$ cat config.mk
export PLATFORM = sky130hd
export DESIGN_NAME = boron_block_encrypt_core
export DESIGN_NICKNAME = d
export VERILOG_FILES = /design/src/design/bbe_pkg.sv /design/src/design/bbe_round.sv /design/src/design/bbe_key_step.sv /design/src/design/boron_block_encrypt_core.sv
export SDC_FILE = /design/constraint.sdc
export NUM_CORES = 1
export LEC_CHECK = 0
export ABC_AREA = 1
export ABC_CLOCK_PERIOD_IN_PS = 8280
export BUFFER_PORTS_ARGS = -buffer_cell sky130_fd_sc_hd__buf_4
export CAP_MARGIN = 20
export CORE_MARGIN = 2
export CORE_UTILIZATION = 65
export CTS_BUF_LIST = sky130_fd_sc_hd__clkbuf_2 sky130_fd_sc_hd__clkbuf_4 sky130_fd_sc_hd__clkbuf_8
export DETAILED_ROUTE_END_ITERATION = 7
export GPL_TIMING_DRIVEN = 1
export PLACE_DENSITY = 0.85
export REMOVE_ABC_BUFFERS = 1
export SLEW_MARGIN = 20
export SYNTH_ARGS = -nofsm -noshare
export SYNTH_HDL_FRONTEND = slang
export SYNTH_HIERARCHICAL = 1
export SYNTH_SLANG_ARGS = --single-unit
$ cat constraint.sdc
create_clock -name clock -period 8.28 [get_ports clock]
set_input_delay 1.242 -clock clock [delete_from_list [all_inputs] [get_ports clock]]
set_output_delay 1.242 -clock clock [all_outputs]
set_load 0.1 [all_outputs]
$ cat src/design/bbe_pkg.sv
package bbe_pkg;

   localparam int BLOCK_W     = 64;
   localparam int KEY_HALF_W  = 64;
   localparam int IDX_W       = 5;
   localparam int ROUND_COUNT = 25;

   // Configuration register indexes
   localparam logic CSR_KEY_UPPER = 1'b0;
   localparam logic CSR_KEY_LOWER = 1'b1;

   // 4-bit substitution box
   function automatic logic [3:0] sbox(input logic [3:0] nib);
      logic [3:0] r;
      case (nib)
         4'h0: r = 4'he;
         4'h1: r = 4'h4;
         4'h2: r = 4'hb;
         4'h3: r = 4'h1;
         4'h4: r = 4'h7;
         4'h5: r = 4'h9;
         4'h6: r = 4'hc;
         4'h7: r = 4'ha;
         4'h8: r = 4'hd;
         4'h9: r = 4'h2;
         4'ha: r = 4'h0;
         4'hb: r = 4'hf;
         4'hc: r = 4'h8;
         4'hd: r = 4'h5;
         4'he: r = 4'h3;
         default: r = 4'h6;
      endcase
      return r;
   endfunction

endpackage

$ cat src/design/bbe_round.sv
module bbe_round
   import bbe_pkg::*;
(
   input  logic [BLOCK_W-1:0]    state_word,
   input  logic [KEY_HALF_W-1:0] round_key,
   output logic [BLOCK_W-1:0]    next_word
);

   logic [BLOCK_W-1:0] keyed;
   logic [BLOCK_W-1:0] subbed;
   logic [BLOCK_W-1:0] swapped;
   logic [15:0]        w3, w2, w1, w0;
   logic [15:0]        y1, y2, y3, y4;

   assign keyed = state_word ^ round_key;

   always_comb begin
      for (int n = 0; n < 16; n++) begin
         subbed[4*n +: 4] = sbox(keyed[4*n +: 4]);
      end
      for (int w = 0; w < 4; w++) begin
         swapped[16*w +: 16] = {subbed[16*w +: 8], subbed[16*w+8 +: 8]};
      end
   end

   // rotate words left by 9, 7, 4 and 1, most significant word first
   assign w3 = {swapped[54:48], swapped[63:55]};
   assign w2 = {swapped[40:32], swapped[47:41]};
   assign w1 = {swapped[27:16], swapped[31:28]};
   assign w0 = {swapped[14:0],  swapped[15]};

   // word mixing layer
   assign y2 = w2 ^ w0;
   assign y1 = w3 ^ y2;
   assign y3 = w3 ^ w1;
   assign y4 = y3 ^ w0;

   assign next_word = {y1, y2, y3, y4};

endmodule

$ cat src/design/bbe_key_step.sv
module bbe_key_step
   import bbe_pkg::*;
(
   input  logic [KEY_HALF_W-1:0] key_hi,
   input  logic [KEY_HALF_W-1:0] key_lo,
   input  logic [IDX_W-1:0]      round_idx,
   output logic [KEY_HALF_W-1:0] next_hi,
   output logic [KEY_HALF_W-1:0] next_lo
);

   logic [KEY_HALF_W-1:0] rot_lo;

   // rotate the full key left by 13
   assign next_hi = {key_hi[50:0], key_lo[63:51]};
   assign rot_lo  = {key_lo[50:0], key_hi[63:51]};

   // substitute the lowest byte, fold the round index into the top bits
   assign next_lo = {rot_lo[63:59] ^ round_idx, rot_lo[58:8],
                     sbox(rot_lo[7:4]), sbox(rot_lo[3:0])};

endmodule

$ cat src/design/boron_block_encrypt_core.sv
// Channel  Direction  Ports                                  Word
// req      in         req_valid, req_stall, req_plaintext     64-bit plaintext block
// rsp      out        rsp_valid, rsp_stall, rsp_ciphertext    64-bit ciphertext block
// csr      in         csr_write_enable, csr_index, csr_write_data   key halves
//
// A block is loaded, then runs through its rounds in the single shared round and
// key-step unit; no new block is taken until the sequencer returns to idle.
// The last round cycle also adds the final round key into the output register.
// Reset is synchronous and active high; it clears the key registers and control.
// A finished word waits in the output register, so the next word is taken while
// it is stalled; the sequencer holds in its last round until that register frees.
module boron_block_encrypt_core
   import bbe_pkg::*;
#(
   parameter int ROUND_COUNT_P = ROUND_COUNT
) (
   input  logic               clock,
   input  logic               reset,

   input  logic               req_valid,
   output logic               req_stall,
   input  logic [BLOCK_W-1:0] req_plaintext,

   output logic               rsp_valid,
   input  logic               rsp_stall,
   output logic [BLOCK_W-1:0] rsp_ciphertext,

   input  logic                  csr_write_enable,
   input  logic                  csr_index,
   input  logic [KEY_HALF_W-1:0] csr_write_data
);

   localparam int RND_W = (ROUND_COUNT_P > 1) ? $clog2(ROUND_COUNT_P) : 1;
   localparam logic [RND_W-1:0] LAST_ROUND = RND_W'(ROUND_COUNT_P - 1);

   typedef enum logic {
      ST_IDLE,
      ST_RUN
   } seq_state_type;

   seq_state_type          seq_ff, seq_in;
   logic [RND_W-1:0]       round_ff, round_in;
   logic [BLOCK_W-1:0]     block_ff, block_in;
   logic [KEY_HALF_W-1:0]  work_hi_ff, work_hi_in;
   logic [KEY_HALF_W-1:0]  work_lo_ff, work_lo_in;
   logic [KEY_HALF_W-1:0]  key_upper_ff, key_upper_in;
   logic [KEY_HALF_W-1:0]  key_lower_ff, key_lower_in;
   logic                   rsp_valid_ff, rsp_valid_in;
   logic [BLOCK_W-1:0]     rsp_data_ff, rsp_data_in;

   logic [BLOCK_W-1:0]     round_out;
   logic [KEY_HALF_W-1:0]  step_hi, step_lo;
   logic                   req_take;
   logic                   out_free;
   logic                   finish;

   bbe_round u_round (
      .state_word (block_ff),
      .round_key  (work_lo_ff),
      .next_word  (round_out)
   );

   bbe_key_step u_key_step (
      .key_hi    (work_hi_ff),
      .key_lo    (work_lo_ff),
      .round_idx (IDX_W'(round_ff)),
      .next_hi   (step_hi),
      .next_lo   (step_lo)
   );

   assign req_stall = (seq_ff == ST_RUN);
   assign req_take  = req_valid && (seq_ff == ST_IDLE);
   assign out_free  = !rsp_valid_ff || !rsp_stall;
   assign finish    = (seq_ff == ST_RUN) && (round_ff == LAST_ROUND) && out_free;

   always_comb begin
      key_upper_in = key_upper_ff;
      key_lower_in = key_lower_ff;
      if (csr_write_enable) begin
         unique case (csr_index)
            CSR_KEY_UPPER: key_upper_in = csr_write_data;
            CSR_KEY_LOWER: key_lower_in = csr_write_data;
            default: ;
         endcase
      end
   end

   always_comb begin
      seq_in       = seq_ff;
      round_in     = round_ff;
      block_in     = block_ff;
      work_hi_in   = work_hi_ff;
      work_lo_in   = work_lo_ff;
      rsp_data_in  = rsp_data_ff;
      rsp_valid_in = rsp_valid_ff && rsp_stall;

      unique case (seq_ff)
         ST_IDLE: begin
            // load the block and a fresh copy of the key
            if (req_take) begin
               block_in   = req_plaintext;
               work_hi_in = key_upper_ff;
               work_lo_in = key_lower_ff;
               round_in   = '0;
               seq_in     = ST_RUN;
            end
         end
         ST_RUN: begin
            if (round_ff != LAST_ROUND) begin
               // advance one round and one key step
               block_in   = round_out;
               work_hi_in = step_hi;
               work_lo_in = step_lo;
               round_in   = round_ff + 1'b1;
            end else if (finish) begin
               // final key addition straight into the output register
               rsp_data_in  = round_out ^ step_lo;
               rsp_valid_in = 1'b1;
               seq_in       = ST_IDLE;
            end
         end
         default: seq_in = ST_IDLE;
      endcase
   end

   always_ff @(posedge clock) begin
      if (reset) begin
         seq_ff       <= ST_IDLE;
         round_ff     <= '0;
         rsp_valid_ff <= 1'b0;
         key_upper_ff <= '0;
         key_lower_ff <= '0;
      end else begin
         seq_ff       <= seq_in;
         round_ff     <= round_in;
         rsp_valid_ff <= rsp_valid_in;
         key_upper_ff <= key_upper_in;
         key_lower_ff <= key_lower_in;
      end
      block_ff    <= block_in;
      work_hi_ff  <= work_hi_in;
      work_lo_ff  <= work_lo_in;
      rsp_data_ff <= rsp_data_in;
   end

   assign rsp_valid      = rsp_valid_ff;
   assign rsp_ciphertext = rsp_data_ff;

endmodule
==> reports/qor.txt, run 1 <==
status - complete, no violations
CP endpoint kind - output pin
vias - 17.7k
number of flops mapped to enable cells by yosys - 256
Die X-Extent - 186 um
placed cell areas - 0.0221 sq mm
GP Congestion - 0.958
Final min period - 3.47 ns
Clock Latency Late Sink - 0.62 ns
part of the power in the clock network - 0.240
I/O pins - 200
Crit Path Max Fanout - 195
Flop pwr share - 0.355
overall routing resource usage - 0.318
Final #Nets - 2857
total wire length - 55400 um
Layout Area Growth over Synthesis - 9.18%
Iteration-0 DRC Markers - 1892
worst setup margin - 4.81 ns
VDD IR-drop max - 0.207 mV
vias in the first global route - 16.5k
final clock skew - 0.0168 ns
Hold Buf Count CTS - 0
period utilization - 0.419
Final Max Tran Viols - 0
fmax - 288 MHz
Final Hold Vio Count - 0
post-cts resize count - 0
TritonCTS buffer count - 61
H-tree depth - 2
Sink Count - 391
postcts setup bufs - 0
crit start category - flop
WHS - 0.483 ns
Synth Cell Area - 0.0215 sq mm
Reg area - 0.0104 sq mm
DRC - 0
DP Wirelength - 38200 um
FILL cells - 2497
Pleak - 11.3 nW
row cnt - 66
multi-input gate area in the final layout - 0.00908 sq mm
DIE AREA - 0.0345 sq mm
Rel. slew slack - 0.291
initial antenna violation count - 0
WL/cell - 17.3 um
pwr dens - 317 mW/mm^2
sw frac - 0.410
syn avg cell area - 8.17 sq um
yosys warns - 6
post-route ant nets - 0
Unique masters post-synth - 35
Critical Path AT - 2.23 ns
GRT overflow - 0
Root Driver - clkbuf_8
top post-synthesis cells by count - nand2_1 (1091), nor2_1 (267), edfxtp_1 (256), nand3_1 (162), buf_4 (137)
RSZ-0062 raised after global routing - false
Initial Util - 0.660
Synth Register Bits - 391
Synth Flop Type - edfxtp_1
via density per instance - 5.53
most common cell in the synthesized netlist - nand2_1
dpl ws - 4.61 ns
asr flop ratio synth - 0
Core Footprint - 0.0325 sq mm
Comb power frac - 0.405
Max Root-Sink Buffers - 3
HP Class - flop to flop
area leader, netlist - edfxtp_1
DRT Pass-1 Iters - 6
crit path kind - flop to output pin
share of the synthesized area in the top cell type - 0.358
height of the die - 186 um
synthesized netlist cell count - 2629
Worst EP required - 7.04 ns
Psw - 3.05 mW
Int Power - 4.39 mW
Post-Layout Inst Area - 0.0235 sq mm
layout cell share with drive strength beyond 1 - 0.160
max_cap viols - 0
synth top area cells - edfxtp_1 (36%), nand2_1 (19%), dfxtp_1 (13%)
buffers added on ports - 199
diodes inserted - 0
final setup violation count - 0
worst slew pin tran - 1.06 ns
first-pass GRT wire length - 84500 um
Clk pin slew, worst setup/hold paths - 0.06 ns
largest net degree at the start of global routing - 196
post-synthesis sequential area ratio - 0.484
CTS tree - yes
[per-layer routing]
layer | part of all wire | vias up | routed length, um | global-route usage
met4 | 0.041 | 0 | 2260 | 0.138
li1 | - | 8413 | - | -
met5 | 0 | - | 0 | 0
met3 | 0.088 | 138 | 4880 | 0.0472
met1 | 0.40 | 8226 | 22000 | 0.415
met2 | 0.47 | 895 | 26300 | 0.529
[critical path, stage by stage (launching register included)]
cell	delay, ns
dfxtp_4	0.40
buf_12	0.49
buf_4	0.43
[power by group through the flow]
stage | Clock [mW] | Combinational, mW | Sequential [mW]
global route | 1.89 | 3.30 | 2.66
floorplan | 0 | 2.04 | 2.65
global placement | 0 | 2.81 | 2.67
detailed placement | 0 | 2.92 | 2.68
CTS | 1.80 | 2.94 | 2.64
finish | 1.79 | 3.01 | 2.64
[sequential cells by signal, indices dropped and copies added, names as in the netlist]
name / flops
block_ff: 64
key_lower_ff: 64
key_upper_ff: 64
req_stall: 1
round_ff: 5
rsp_ciphertext: 64
rsp_valid: 1
work_hi_ff: 64
work_lo_ff: 64
[layout make-up]
cell class / instances / share of cell area
repair buffers: 209 / 0.0674
well taps: 442 / 0.0236
clock buffers: 89 / 0.0479
inverters: 128 / 0.0208
flip-flops and latches: 391 / 0.443
clock inverters: 26 / 0.0101
multi-input cells: 1912 / 0.387
[stage by stage]
stage	cells	utilization	total power [mW]	TNS [ns]
after floorplan	2431	-	4.69	-416.15
after global placement	3082	0.679	5.48	0
after detailed placement	3082	0.679	5.60	0
after CTS	3197	0.721	7.38	0
after global routing	3197	0.721	7.84	0
final	3197	0.721	7.44	0
[kinds of logic after synthesis]
group / share of synthesized area
xor gates and xnor gates: 0.0728
adders and majority gates: 0.0116
buffers and inverters: 0.0945
and+or+nand+nor: 0.289
DFF: 0.484
AOI/OAI and AO/OA: 0.0484
[final timing paths]
| kind | cells past startpoint | endpoint | start | slack [ns] |
|---|---|---|---|---|
| max | 2 | req_stall | req_stall | 4.81 |
| min reg2reg | 2 | key_lower_ff[38] | key_lower_ff[38] | 0.48 |
| max reg2reg | 4 | work_hi_ff[46] | req_stall | 4.86 |
| min | 2 | key_lower_ff[38] | key_lower_ff[38] | 0.48 |
[cell usage in the layout (no fill, tap or decap), types with 2 or more instances in the layout]
cell type,count
o211ai_1,8
dfxtp_1,134
xnor2_1,41
xnor2_2,11
inv_6,3
o21ai_0,67
edfxtp_1,256
nand2_2,32
clkbuf_4,16
clkinv_1,9
xor2_1,106
nand3_2,3
inv_2,13
inv_1,113
ha_1,20
clkbuf_8,73
o21ai_2,50
nand3_1,162
clkinvlp_4,4
a21oi_1,11
o21ai_1,24
bufinv_16,4
nand2_1,1091
buf_4,208
inv_4,2
o21a_1,3
nor2_1,267
xor2_2,6
clkinv_2,6
Power figures use the tool's default switching activity.
==> run 2, diff against run 1 <==
--- a/config.mk
+++ b/config.mk
@@ -6,15 +6,15 @@
 export NUM_CORES = 1
 export LEC_CHECK = 0
 export ABC_AREA = 1
-export ABC_CLOCK_PERIOD_IN_PS = 8280
+export ABC_CLOCK_PERIOD_IN_PS = 3120
 export BUFFER_PORTS_ARGS = -buffer_cell sky130_fd_sc_hd__buf_4
 export CAP_MARGIN = 20
 export CORE_MARGIN = 2
-export CORE_UTILIZATION = 65
+export CORE_UTILIZATION = 56
 export CTS_BUF_LIST = sky130_fd_sc_hd__clkbuf_2 sky130_fd_sc_hd__clkbuf_4 sky130_fd_sc_hd__clkbuf_8
 export DETAILED_ROUTE_END_ITERATION = 7
 export GPL_TIMING_DRIVEN = 1
-export PLACE_DENSITY = 0.85
+export PLACE_DENSITY = 0.78
 export REMOVE_ABC_BUFFERS = 1
 export SLEW_MARGIN = 20
 export SYNTH_ARGS = -nofsm -noshare
==> constraint.sdc (replaced) <==
create_clock -name clock -period 3.12 [get_ports clock]
set_input_delay 0.468 -clock clock [delete_from_list [all_inputs] [get_ports clock]]
set_output_delay 0.468 -clock clock [all_outputs]
set_load 0.1 [all_outputs]
==> reports/qor.txt, run 2 (same netlist as run 1, synthesis figures left out) <==
status - complete, no violations (unchanged)
height of the die - 200 um (was 186 um)
post-route ant nets - 0 (unchanged)
Initial Util - 0.569 (was 0.660)
Final min period - 2.59 ns
largest net degree at the start of global routing - 194 (was 196)
CTS tree - yes (unchanged)
max layer used - met5 (was met4)
row cnt - 71 (was 66)
WHS - 0.0666 ns (was 0.483 ns)
Crit Path Max Fanout - 4 (was 195)
I/O pins - 200 (unchanged)
Clk pin slew, worst setup/hold paths - 0.06 ns (about the same)
diodes inserted - 0 (unchanged)
layout cell share with drive strength beyond 1 - 0.167 (was 0.160)
worst slew pin tran - 1.28 ns (was 1.06 ns)
Critical Path AT - 2.93 ns (was 2.23 ns)
pwr dens - 837 mW/mm^2 (was 317 mW/mm^2)
Reg area - 0.0104 sq mm (unchanged)
r2r setup slk - 0.53 ns (was 4.86 ns)
Hold Buf Count CTS - 0 (unchanged)
via density per instance - 5.29 (was 5.53)
reg2reg end - block_ff[4] (was work_hi_ff[46])
final clock skew - 0.0244 ns (was 0.0168 ns)
M1 wire length - 24900 um (was 22000 um)
Worst EP required - 3.47 ns (was 7.04 ns)
Die X-Extent - 200 um (was 186 um)
post-cts resize count - 0 (unchanged)
GP Congestion - 0.944 (was 0.958)
Hold Crit Depth - 2 (unchanged)
crit path kind - flop to flop (was flop to output pin)
final setup violation count - 0 (unchanged)
postcts setup bufs - 0 (unchanged)
DRC - 0 (unchanged)
overall routing resource usage - 0.293 (was 0.318)
TritonCTS buffer count - 69 (was 61)
DP Cell Count - 3157 (was 3082)
Final Max Tran Viols - 0 (unchanged)
Pleak - 11.4 nW (was 11.3 nW)
Core Footprint - 0.0378 sq mm (was 0.0325 sq mm)
TNS Setup - 0 ns (unchanged)
CP endpoint kind - flop (was output pin)
H-tree depth - 3 (was 2)
crit start category - flop (unchanged)
worst r2r path cells - 15 (was 4)
FILL cells - 3264 (was 2497)
Root Driver - clkbuf_8 (unchanged)
period utilization - 0.830
vias in the first global route - 16.4k (was 16.5k)
multi-input gate area in the final layout - 0.00908 sq mm (unchanged)
placed cell areas - 0.0223 sq mm (was 0.0221 sq mm)
Met2 Wirelength - 27100 um (was 26300 um)
Iteration-0 DRC Markers - 1241 (was 1892)
total wire length - 57800 um (was 55400 um)
commonest non-fill, non-tap cell in the layout - nand2_1 (unchanged)
buffers added on ports - 199 (unchanged)
Final Hold Vio Count - 0 (unchanged)
end of the critical path - block_ff[4] (was req_stall)
DP Wirelength - 40900 um (was 38200 um)
VDD IR-drop max - 0.411 mV (was 0.207 mV)
HP Class - primary input to flop (was flop to flop)
RSZ-0062 raised after global routing - false (unchanged)
Max Root-Sink Buffers - 3 (unchanged)
Clock Latency Late Sink - 0.63 ns (was 0.62 ns)
Reg2Reg Launch Point - work_lo_ff[48] (was req_stall)
most frequent cells in the layout - nand2_1 (1091), nor2_1 (267), edfxtp_1 (256) (unchanged)
routed length on met3 - 4070 um (was 4880 um)
WL/cell - 17.6 um (was 17.3 um)
fmax - 386 MHz
first-pass GRT wire length - 88200 um (was 84500 um)
DRT Pass-1 Iters - 6 (unchanged)
DIE AREA - 0.0400 sq mm (was 0.0345 sq mm)
vias - 17.4k (was 17.7k)
Final #Nets - 2871 (was 2857)
Rel. slew slack - 0.148 (was 0.291)
max_cap viols - 0 (unchanged)
initial antenna violation count - 1 (was 0)
Post-Layout Inst Area - 0.0238 sq mm (was 0.0235 sq mm)
crit path launch - work_lo_ff[48] (was req_stall)
Layout Area Growth over Synthesis - 10.8% (was 9.18%)
Layout Cells excl Fill - 3284 (was 3197)
GRT overflow - 0 (unchanged)
Sink Count - 391 (unchanged)
==> run 2: changes by cell type in the layout (fill, tap and decap cells not counted) <==
cell	change
inv_4	-1
clkinvlp_4	+2
buf_4	-2
bufinv_16	-2
clkbuf_8	+9
inv_6	-1
clkinv_2	-4
buf_12	+8
clkinv_1	-4
clkbuf_4	+13
==> run 2: worst min-delay path by stage <==
stage	from	end	slack, ns
floorplan	key_lower_ff[0]	key_lower_ff[0]	0.46
global placement	key_lower_ff[9]	key_lower_ff[9]	0.46
detailed placement	key_lower_ff[4]	key_lower_ff[4]	0.47
CTS	reset	rsp_valid	0.03
global route	reset	rsp_valid	0.05
finish	reset	rsp_valid	0.07
==> run 2: final cells by class <==
cell class,instances,area share
Sequential cell,391,0.436
Multi-Input combinational cell,1912,0.381
Timing Repair Buffer,215,0.0725
Clock buffer,111,0.0565
Tap cell,511,0.0268
Inverter,128,0.0205
Clock inverter,16,0.00599
==> run 2: through the flow <==
| stage | setup slack (ns) | utilization | power, mW |
|---|---|---|---|
| after CTS | 0.608 | 0.631 | 19.9 |
| after detailed placement | 0.629 | 0.591 | 14.8 |
| after global placement | 0.656 | 0.591 | 14.7 |
| after global routing | 0.368 | 0.631 | 21.2 |
| after floorplan | -7.32 | - | 12.4 |
| final | 0.531 | 0.631 | 19.9 |
==> run 2: critical path, cell delays in order (launching register included) <==
cell,delay [ns]
edfxtp_1,0.42
xor2_1,0.29
inv_1,0.11
ha_1,0.30
inv_1,0.05
nand2_1,0.06
o21ai_0,0.08
nand2_1,0.07
nand2_1,0.12
inv_1,0.08
nand2_1,0.11
nand2_2,0.10
nand2_1,0.07
nand2_1,0.21
nand2_1,0.14
nand2_1,0.11
==> run 2: report_power, final <==
| group | internal (mW) | switching (mW) |
|---|---|---|
| registers | 6.54 | 0.483 |
| clock network | 2.91 | 2.18 |
| logic | 2.47 | 5.36 |
==> run 2: layer usage <==
metal,vias to the layer above,track usage
met1,8136,0.402
met5,-,0
li1,8444,-
met4,2,0.106
met2,683,0.474
met3,117,0.0428
